File: src/hdl/qtnp_pkg.sv
// Shared types, constants and helpers for the quadtree node placement block.
// Depends on nothing; every other file of the block imports it.
`default_nettype none

package qtnp_pkg;

    // Deepest tree the chain is built for; one cell per level.
    localparam int MAX_DEPTH = 8;

    // Field widths of the external interface.
    localparam int FIELD_W  = 24;
    localparam int LVL_W    = 4;
    localparam int PATH_W   = 16;
    localparam int CFG_IDX_W = 3;

    // Coordinates carry MAX_DEPTH extra fraction bits so every halving is exact.
    // The three guard bits cover edge sums of a signed origin and an unsigned extent.
    localparam int CW = FIELD_W + MAX_DEPTH + 3;

    typedef logic signed [CW-1:0] coord_t;

    typedef enum logic [CFG_IDX_W-1:0] {
        REG_ROOT_X      = 3'd0,
        REG_ROOT_Y      = 3'd1,
        REG_ROOT_WIDTH  = 3'd2,
        REG_ROOT_HEIGHT = 3'd3,
        REG_DEPTH_LIMIT = 3'd4
    } cfg_reg_t;

    typedef enum logic [1:0] {
        CHILD_TL = 2'd0,
        CHILD_TR = 2'd1,
        CHILD_BL = 2'd2,
        CHILD_BR = 2'd3
    } child_t;

    typedef struct packed {
        logic signed [FIELD_W-1:0] rect_x;
        logic signed [FIELD_W-1:0] rect_y;
        logic        [FIELD_W-1:0] rect_width;
        logic        [FIELD_W-1:0] rect_height;
    } in_beat_t;

    typedef struct packed {
        logic              placed;
        logic [LVL_W-1:0]  node_level;
        logic [PATH_W-1:0] node_path;
    } out_beat_t;

    // One rectangle in flight along the chain of cells.
    typedef struct packed {
        logic              done;
        logic              placed;
        logic [LVL_W-1:0]  level;
        logic [PATH_W-1:0] path;
        coord_t            rx;
        coord_t            ry;
        coord_t            rr;
        coord_t            rt;
        coord_t            nx;
        coord_t            ny;
        coord_t            nw;
        coord_t            nh;
    } item_t;

    function automatic coord_t scale_s(input logic [FIELD_W-1:0] v);
        coord_t t;
        t = {{(CW-FIELD_W){v[FIELD_W-1]}}, v};
        return t <<< MAX_DEPTH;
    endfunction

    function automatic coord_t scale_u(input logic [FIELD_W-1:0] v);
        coord_t t;
        t = {{(CW-FIELD_W){1'b0}}, v};
        return t <<< MAX_DEPTH;
    endfunction

endpackage

`default_nettype wire

File: src/hdl/qtnp_cell.sv
// One tree level of the placement chain: tests the four children and registers the item.
// Depends on qtnp_pkg.
`default_nettype none

module qtnp_cell
    import qtnp_pkg::*;
(
    input  wire logic             aclk,
    input  wire logic             aresetn,
    input  wire logic [LVL_W-1:0] lvl_idx,
    input  wire logic [LVL_W-1:0] depth_lim,
    input  wire logic             in_valid,
    output logic                  in_ready,
    input  wire item_t            in_item,
    output logic                  out_valid,
    input  wire logic             out_ready,
    output item_t                 out_item
);

    logic   valid_reg;
    logic   valid_next;
    item_t  item_reg;
    item_t  item_next;

    coord_t kw, kh, xm, xr, ym, yt, nr, nt;
    logic   fx_l, fx_r, fy_t, fy_b;
    logic   entered;
    logic   node_fits;
    child_t code;

    assign in_ready = !valid_reg || out_ready;

    // The rectangle's width and height are never negative, so each containment test
    // reduces to the left, bottom, right and top edge comparisons.
    always_comb begin
        kw = in_item.nw >>> 1;
        kh = in_item.nh >>> 1;
        xm = in_item.nx + kw;
        xr = xm + kw;
        ym = in_item.ny + kh;
        yt = ym + kh;
        nr = in_item.nx + in_item.nw;
        nt = in_item.ny + in_item.nh;

        fx_l = (in_item.rx >= in_item.nx) && (in_item.rr <= xm);
        fx_r = (in_item.rx >= xm)         && (in_item.rr <= xr);
        fy_t = (in_item.ry >= ym)         && (in_item.rt <= yt);
        fy_b = (in_item.ry >= in_item.ny) && (in_item.rt <= ym);

        node_fits = (in_item.rx >= in_item.nx) && (in_item.ry >= in_item.ny) &&
                    (in_item.rr <= nr) && (in_item.rt <= nt);

        entered = 1'b1;
        if (fx_l && fy_t) begin
            code = CHILD_TL;
        end else if (fx_r && fy_t) begin
            code = CHILD_TR;
        end else if (fx_l && fy_b) begin
            code = CHILD_BL;
        end else if (fx_r && fy_b) begin
            code = CHILD_BR;
        end else begin
            code    = CHILD_TL;
            entered = 1'b0;
        end

        item_next = in_item;
        if (in_item.done) begin
            item_next = in_item;
        end else if (lvl_idx >= depth_lim) begin
            item_next.done   = 1'b1;
            item_next.placed = 1'b1;
        end else if (entered) begin
            item_next.nx    = code[0] ? xm : in_item.nx;
            item_next.ny    = code[1] ? in_item.ny : ym;
            item_next.nw    = kw;
            item_next.nh    = kh;
            item_next.level = lvl_idx + LVL_W'(1);
            // Codes of levels past the field width shift out and are lost.
            item_next.path  = in_item.path |
                              ({{(PATH_W-2){1'b0}}, code} << {lvl_idx, 1'b0});
        end else begin
            item_next.done   = 1'b1;
            item_next.placed = node_fits;
        end

        valid_next = valid_reg;
        if (in_ready) begin
            valid_next = in_valid;
        end
    end

    always_ff @(posedge aclk) begin
        if (!aresetn) begin
            valid_reg <= 1'b0;
        end else begin
            valid_reg <= valid_next;
        end
    end

    always_ff @(posedge aclk) begin
        if (in_ready && in_valid) begin
            item_reg <= item_next;
        end
    end

    assign out_valid = valid_reg;
    assign out_item  = item_reg;

endmodule

`default_nettype wire

File: config.mk
export PLATFORM = sky130hd
export DESIGN_NAME = qtnp_cell
export DESIGN_NICKNAME = d
export VERILOG_FILES = /design/src/hdl/qtnp_pkg.sv /design/src/hdl/qtnp_cell.sv
export SDC_FILE = /design/constraint.sdc
export NUM_CORES = 1
export LEC_CHECK = 0
export CAP_MARGIN = 5
export CORE_ASPECT_RATIO = 0.6
export CORE_MARGIN = 4
export CORE_UTILIZATION = 45
export DETAILED_ROUTE_END_ITERATION = 10
export DONT_BUFFER_PORTS = 1
export GPL_TIMING_DRIVEN = 0
export PLACE_DENSITY = 0.68
export SLEW_MARGIN = 25
export SYNTH_ARGS = -nofsm -noshare
export SYNTH_HDL_FRONTEND = slang
export SYNTH_SLANG_ARGS = --single-unit
File: constraint.sdc
create_clock -name aclk -period 31.1 [get_ports aclk]
set_clock_uncertainty 0.2 [all_clocks]
set_input_delay 6.22 -clock aclk [delete_from_list [all_inputs] [get_ports aclk]]
set_output_delay 6.22 -clock aclk [all_outputs]
set_load 0.01 [all_outputs]
# After elaboration in Yosys (flattened, before gate mapping)
# Index checks and enable logic that the tools add are counted.
# op_classes
muxes,18
n_addsub,7
n_reduce_logical,15
shift,1
n_bitwise,1
magnitude_cmp,11
# op_table
operator,count
140-bit two-way mux,3
35-bit less-or-equal comparator,6
35-bit by 34-bit adder with 35-bit output,4
35-bit >= comparator,4
35-bit adder,2
35-bit two-way mux,2
20-bit two-way mux,2
21-bit two-way mux,1
16-bit bitwise OR,1
2-bit by 5-bit << shifter with 16-bit output,1
1-bit logical AND,12
2-bit two-way mux,5
1-bit two-way mux,5
"4-bit by 1-bit adder with 4-bit output, second input constant",1
4-bit >= comparator,1
2-bit OR reduction,1
1-bit zero test,1
1-bit logical OR,1
# totals
inputBits,314
reg_bits,303
output_inout_bits,304
word_cells,66

# Logic depth before layout (Yosys ltp)
# Gate-level depths: netlist (run 1).
# logic_depth
word_depth,14
ltp_mapped,39
mapped_depth_nobuf,36

# Least setup slack after synthesis (run 1)
# OpenSTA, ideal clock, no wires.
# synth_timing
path_kind,input port to flip-flop
start,input out_ready
end,register item_reg (netlist bit out_item[0]) (enable)
path_stages,2
path_buffers,0
required_time_ps,30197
setup_time_ps,703
path_slack_ps,16907
t_arrival_ps,13289
path_cell_list,nand2b_1 -> and2_1
# synth_between
elab_chain_len,2
# synth_rtl
element,line,rtl
"start, declared",qtnp_cell.sv:16,"input wire logic out_ready,"
1-bit logical OR,qtnp_cell.sv:31,assign in_ready = !valid_reg || out_ready;
1-bit logical AND,qtnp_cell.sv:102,if (in_ready && in_valid) begin
"end signal, assigned",qtnp_cell.sv:103,item_reg <= item_next;
"end, declared",qtnp_cell.sv:22,item_t item_reg;
# No other way between the ends.
# A chain may end at the register's enable or synchronous reset.

==> summary.md, run 1 <==
| Metric | Value |
|---|---|
| Antenna violations before repair | 8 |
| Fin. max-slew vios | 0 |
| Max-cap violation count | 0 |
| Vias in the first global route | 23.0k |
| CP endpoint kind | flop |
| WS Path Type | in -> reg |
| Pleak | 14.1 nW |
| Least-Margin Pin Slew | 1.30 ns |
| TritonCTS clock tree | yes |
| Worst R2R Path Depth | 5 |
| CP Max Fanout | 10 |
| Critical Path AT | 17.47 ns |
| Average size of a mapped cell | 9.87 um2 |
| Post-route minimum period | 17.37 ns |
| Fin cells | 3812 |
| Seq pwr share | 31.8% |
| Post-CTS Resized | 0 |
| Clk network pwr share | 21.1% |
| Global-route wire length before repair | 158000 um |
| Net switching power | 0.670 mW |
| Die width | 334 um |
| Number of warnings issued by yosys | 0 |
| 1st-pass router iterations | 6 |
| CP Data Required Time | 31.20 ns |
| Async set-reset flop share out of synthesis | 0% |
| Clk slew on worst S/H paths | 0.06 ns |
| CTS Hold Bufs | 0 |
| TritonCTS buffer count | 30 |
| Power per Cell Area | 53.9 nW/um2 |
| Cell variety after synth | 72 |
| Syn Inst Count | 2912 |
| Hpwl dp | 93100 um |
| Critical path depth in cells | 36 |
| Setup bufs post-CTS | 0 |
| Largest net degree at the start of global routing | 62 |
| DR vias | 24.8k |
| Switching Fraction | 40.3% |
| Post-synth EDFFs | 302 |
| Max rail drop VDD | 38.5 uV |
| RSZ-0062 raised after global routing | false |
| F_max | 57.6 MHz |
| Post-synthesis sequential area ratio | 31.6% |
| Cell total after placement | 3756 |
| Slowest cell on crit path | clkbuf_1 |
| #FFs+latches synth | 303 |
| Ys flop type | edfxtp_1 |
| Synthesized area | 28700 um2 |
| Initial Util | 45.7% |
| Crit path buf inv count | 3 |
| Num ports | 618 |
| Final setup TNS | 0 ns |
| Post-DRT Antenna Nets | 0 |
| Core area | 62900 um2 |
| Maximum root-to-sink buffer count | 3 |
| Routed vias/inst | 6.52 |
| Post-Route WL | 111000 um |
| Clk Latency, worst-skew pair | 0.61 ns |
| H-Tree Depth | 1 |
| Status | completed |
| Total grt overflow | 0 |
| Layout cell share with drive strength beyond 1 | 5.55% |
| Final period util | 55.9% |
| Most common cell on crit path | o21ai_0 |
| HP Class | reg -> reg |
| Post-layout nets | 3828 |
| Type of origin of the critical path | primary input |
| Cells on Worst Hold Path | 2 |
| Final setup violation count | 0 |
| Pint | 0.991 mW |
| # rows | 71 |
| Combinational Power Share | 47.1% |
| CP delay by family, top | compound AO/OA/AOI/OAI gates |
| Slowest Stage Delay on Critical Path | 0.88 ns |
| CTS Sinks | 303 |
| Placer Congestion | 1.03 |
| WL per Instance | 29.1 um |
| Fillers | 5733 |
| DRC | 0 |
| Die height | 204 um |
| Synthesis-to-finish area growth | 7.31% |
| Syn Nets | 3791 |
| Die area | 68100 um2 |
| Max_slew headroom | 11.4% |
| CTS root buf | clkbuf_16 |
| Total power | 1.66 mW |
| Port buffer count | 0 |
| DR iter-0 viols | 3457 |
| Hold Vio Cnt, Final | 0 |
| Gr usage total | 31.1% |
-- logic make-up (layout without fill, tap and decap cells) --
logic type	after synthesis	after routing	share of synthesized area (%)
AOI/OAI and AO/OA	858	858	19.3
and+or+nand+nor	672	672	12.0
adders and majority gates	565	565	24.8
DFF	303	303	31.6
buffers and inverters	242	302	3.29
xor gates and xnor gates	191	191	5.82
muxes	81	81	3.21
other	0	1	0
-- cell type report --
class / instances / area (um2) / area share [%]
Clock inverter: 18 / 103 / 0.333
Buffer: 32 / 159 / 0.515
Tap cell: 839 / 1050 / 3.41
Sequential cell: 303 / 9090 / 29.5
Antenna cell: 1 / 2.50 / 0.00812
Clock buffer: 37 / 798 / 2.59
Inverter: 210 / 788 / 2.56
Multi-Input combinational cell: 2367 / 18700 / 60.7
Timing Repair Buffer: 5 / 138 / 0.446
-- state kept, by name, indices dropped and copies added, names as in the netlist --
register,cells
out_item,302
out_valid,1
-- power groups by stage --
stage	registers [mW]	clock network, mW	logic (mW)
floorplan	0.533	0	0.548
global route	0.530	0.376	0.861
CTS	0.529	0.359	0.757
finish	0.528	0.351	0.782
global placement	0.547	0	0.722
detailed placement	0.537	0	0.752
-- worst paths after layout --
path / from / to / slack (ns)
hold reg to reg: out_valid / out_valid / 0.47
hold / removal: out_valid / out_valid / 0.47
setup / recovery: in_item[1] / out_item[98] / 13.73
setup reg to reg: out_valid / out_item[180] / 28.52
-- placed cells by master, fill, tap and decap left out, drive strengths merged, types with 7 or more instances in the layout --
cell     count
a211o        7
a31o        12
a21o       214
inv        213
nand4       84
o21bai      30
o21ai      173
a2111oi      9
a211oi      19
a31oi       24
or3         17
or2          7
ha         559
o21a        37
clkinv      13
a21oi      225
xor2        78
mux2        78
nand2      156
and3        32
nor2b       45
nand3       63
buf         15
nor3        42
a221oi      16
nand3b       9
nor2       137
nand2b      38
edfxtp     302
o31ai        7
o211ai      28
clkbuf      59
and4        13
and2        11
xnor2      113
-- tightest hold or removal path, stage by stage (launching register included) --
cell,delay [ns]
dfxtp_1,0.34
nand2b_1,0.17
a21boi_0,0.11
-- through the flow --
step	utilization, %	area, um2	hold slack, ns	setup slack [ns]
after CTS	49.0	30800	0.471	14.29
final	49.0	30800	0.473	13.73
after floorplan	-	28700	0.410	16.91
after detailed placement	47.6	29900	0.465	13.69
after global placement	47.3	29800	0.449	13.78
after global routing	49.0	30800	0.536	13.59
-- cell usage after synthesis (30+ instances only) --
| library cell | count | area (um2) |
|---|---|---|
| ha_1 | 559 | 6990 |
| xor2_1 | 78 | 683 |
| a21o_1 | 214 | 1610 |
| xnor2_1 | 113 | 990 |
| nor2_1 | 137 | 514 |
| o21bai_1 | 30 | 225 |
| nor3_1 | 42 | 210 |
| mux2_2 | 74 | 833 |
| nand2_1 | 156 | 586 |
| and3_1 | 32 | 200 |
| nand2b_1 | 38 | 238 |
| inv_1 | 210 | 788 |
| nand4_1 | 84 | 526 |
| o21ai_0 | 173 | 866 |
| a21oi_1 | 225 | 1130 |
| nor2b_1 | 45 | 282 |
| o21a_1 | 37 | 278 |
| nand3_1 | 63 | 315 |
| edfxtp_1 | 302 | 9070 |
-- routing by layer --
layer / track usage (%) / up-vias / routed length [um]
li1: - / 11134 / -
met5: 0 / - / 13
met2: 41.3 / 1588 / 41800
met3: 9.17 / 163 / 14700
met1: 48.9 / 11953 / 51900
met4: 5.95 / 2 / 2570
(Power assumes the default switching activity.)
==> inputs of run 2 (changes only) <==
--- a/config.mk
+++ b/config.mk
@@ -12,7 +12,7 @@
 export DETAILED_ROUTE_END_ITERATION = 10
 export DONT_BUFFER_PORTS = 1
 export GPL_TIMING_DRIVEN = 0
-export PLACE_DENSITY = 0.68
+export PLACE_DENSITY = 0.7
 export SLEW_MARGIN = 25
 export SYNTH_ARGS = -nofsm -noshare
 export SYNTH_HDL_FRONTEND = slang
==> constraint.sdc (replaced) <==
create_clock -name aclk -period 15.7 [get_ports aclk]
set_clock_uncertainty 0.2 [all_clocks]
set_input_delay 3.14 -clock aclk [delete_from_list [all_inputs] [get_ports aclk]]
set_output_delay 3.14 -clock aclk [all_outputs]
set_load 0.01 [all_outputs]
==> summary.md, run 2 (synthesis gave the netlist of run 1 again) <==
| Metric | Value |
|---|---|
| Status | completed |
| Clk Latency, worst-skew pair | 0.61 ns (about the same) |
| Type of origin of the critical path | primary input |
| Least-Margin Pin Slew | 1.18 ns (-0.116 ns) |
| Die width | 334 um (unchanged) |
| Num ports | 618 (unchanged) |
| Port buffer count | 0 (unchanged) |
| Power per Cell Area | 106 nW/um2 (+97%) |
| Hpwl dp | 88800 um (-4.7%) |
| # rows | 71 (unchanged) |
| CTS Sinks | 303 (unchanged) |
| DRC | 0 (unchanged) |
| Reg2reg end | out_item[111] |
| Crit path buf inv count | 3 (unchanged) |
| Worst Setup SP | in_item[1] |
| Post-DRT Antenna Nets | 0 (unchanged) |
| CTS root buf | clkbuf_16 |
| Antenna violations before repair | 3 (-5) |
| WL met2 | 38100 um (-8.9%) |
| Pleak | 14.1 nW (about the same) |
| Area of the multi-input gates | 18700 um2 (about the same) |
| Critical path depth in cells | 36 (unchanged) |
| Maximum root-to-sink buffer count | 3 (unchanged) |
| Post-layout nets | 3829 (+0.026%) |
| Met3 wire length | 16100 um (+9.9%) |
| Setup bufs post-CTS | 0 (unchanged) |
| Post-route minimum period | 13.66 ns |
| DR iter-0 viols | 2807 (-19%) |
| Largest net degree at the start of global routing | 59 (-4.8%) |
| Die height | 204 um (unchanged) |
| Final setup TNS | 0 ns (unchanged) |
| Fin area | 30900 um2 (+0.11%) |
| Vias in the first global route | 21.7k (-5.5%) |
| Max-cap violation count | 0 (unchanged) |
| Fin. max-slew vios | 0 (unchanged) |
| Max_slew headroom | 21.4% (+10 points) |
| Fillers | 5772 (+0.68%) |
| Register area | 9090 um2 (unchanged) |
| CP delay by family, top | compound AO/OA/AOI/OAI gates |
| Most common cell on crit path | o21ai_0 |
| Clk slew on worst S/H paths | 0.07 ns (about the same) |
| Slowest cell on crit path | clkbuf_1 |
| CTS Hold Bufs | 0 (unchanged) |
| WL per Instance | 27.9 um (-4.2%) |
| Post-CTS Resized | 0 (unchanged) |
| Total grt overflow | 0 (unchanged) |
| Wl on met1 | 49800 um (-4.2%) |
| CP Data Required Time | 15.86 ns (-15.34 ns) |
| Worst setup endpoint | out_item[103] |
| Synthesis-to-finish area growth | 7.43% |
| WS Path Type | in -> reg |
| Die area | 68100 um2 (unchanged) |
| Final period util | 87.0% |
| Initial Util | 45.7% (unchanged) |
| Commonest non-fill, non-tap cells in the layout | ha_1, edfxtp_1, a21oi_1 |
| Worst r2r src | out_valid |
| Commonest non-fill, non-tap cell in the layout | ha_1 |
| Routed vias/inst | 6.32 (-3.1%) |
| H-Tree Depth | 1 (unchanged) |
| F_max | 73.2 MHz |
| RSZ-0062 raised after global routing | false |
| Critical Path AT | 13.82 ns (-3.65 ns) |
| Placer Congestion | 1.01 (-1.7%) |
| CP Max Fanout | 10 (unchanged) |
| Max FFs per register | 302 (unchanged) |
| Hold Vio Cnt, Final | 0 (unchanged) |
| DR vias | 24.1k (-3.1%) |
| DP Area | 29900 um2 (about the same) |
| Core area | 62900 um2 (unchanged) |
| TritonCTS buffer count | 30 (unchanged) |
| Worst R2R Path Depth | 5 (unchanged) |
| HP Class | reg -> reg |
| 1st-pass router iterations | 5 (-1) |
| Final setup violation count | 0 (unchanged) |
| Max rail drop VDD | 69.4 uV (+80%) |
| Post-Route WL | 106000 um (-4.2%) |
| R2R Setup Slk | 13.15 ns (-15.37 ns) |
| Slowest Stage Delay on Critical Path | 0.94 ns (+0.06 ns) |
| Layout cell share with drive strength beyond 1 | 5.52% (-0.028 points) |
| CP endpoint kind | flop |
| Global-route wire length before repair | 151000 um (-4.0%) |
| Max layer used | met5 |
| Gr usage total | 29.9% (-1.2 points) |
| TritonCTS clock tree | yes |
[run 2: stage by stage]
stage	cells	utilization (%)	total power, mW	hold WS [ns]	setup WS [ns]
finish	3812	49.1	3.28	0.530	2.04
floorplan	2912	-	2.14	0.410	4.59
global route	3809	49.1	3.50	0.586	1.76
global placement	3751	47.3	2.53	0.525	1.53
detailed placement	3757	47.6	2.53	0.551	1.93
CTS	3808	49.1	3.24	0.556	2.55
[run 2: cell type report]
cell class                 count  share of cell area (%)
sequential                   303                    29.4
tap                          839                    3.40
antenna                        4                  0.0324
multi-input combinational   2367                    60.6
clock buffer                  36                    2.57
clock inverter                15                   0.357
timing repair buffer           6                   0.511
inverter                     210                    2.55
buffer                        32                   0.511
[run 2: worst register-to-register path: stages, from the launching register on]
cell	delay, ns
dfxtp_1	0.34
nand2b_1	0.21
and2_4	0.42
buf_16	0.33
buf_16	0.31
buf_16	0.34
[run 2: how the worst min path moves through the flow]
stage          depth (start not counted)      start   endpoint
6_report                               2  out_valid  out_valid
5_1_grt                                2  out_valid  out_valid
4_1_cts                                2  out_valid  out_valid
3_5_place_dp                           2  out_valid  out_valid
3_3_place_gp                           2  out_valid  out_valid
2_1_floorplan                          2  out_valid  out_valid
[run 2: metal layers]
metal / global-route usage [%] / vias to the layer above
met2: 37.0 / 1522
met4: 5.19 / 6
met5: 1.56 / -
met3: 13.8 / 118
li1: - / 11166
met1: 46.2 / 11263
[run 2: power by group]
group	internal, mW	leakage, nW	total [mW]	switching, mW
clock	0.374	0.439	0.701	0.327
sequential	0.979	2.93	1.04	0.0656
combinational	0.622	10.7	1.53	0.911
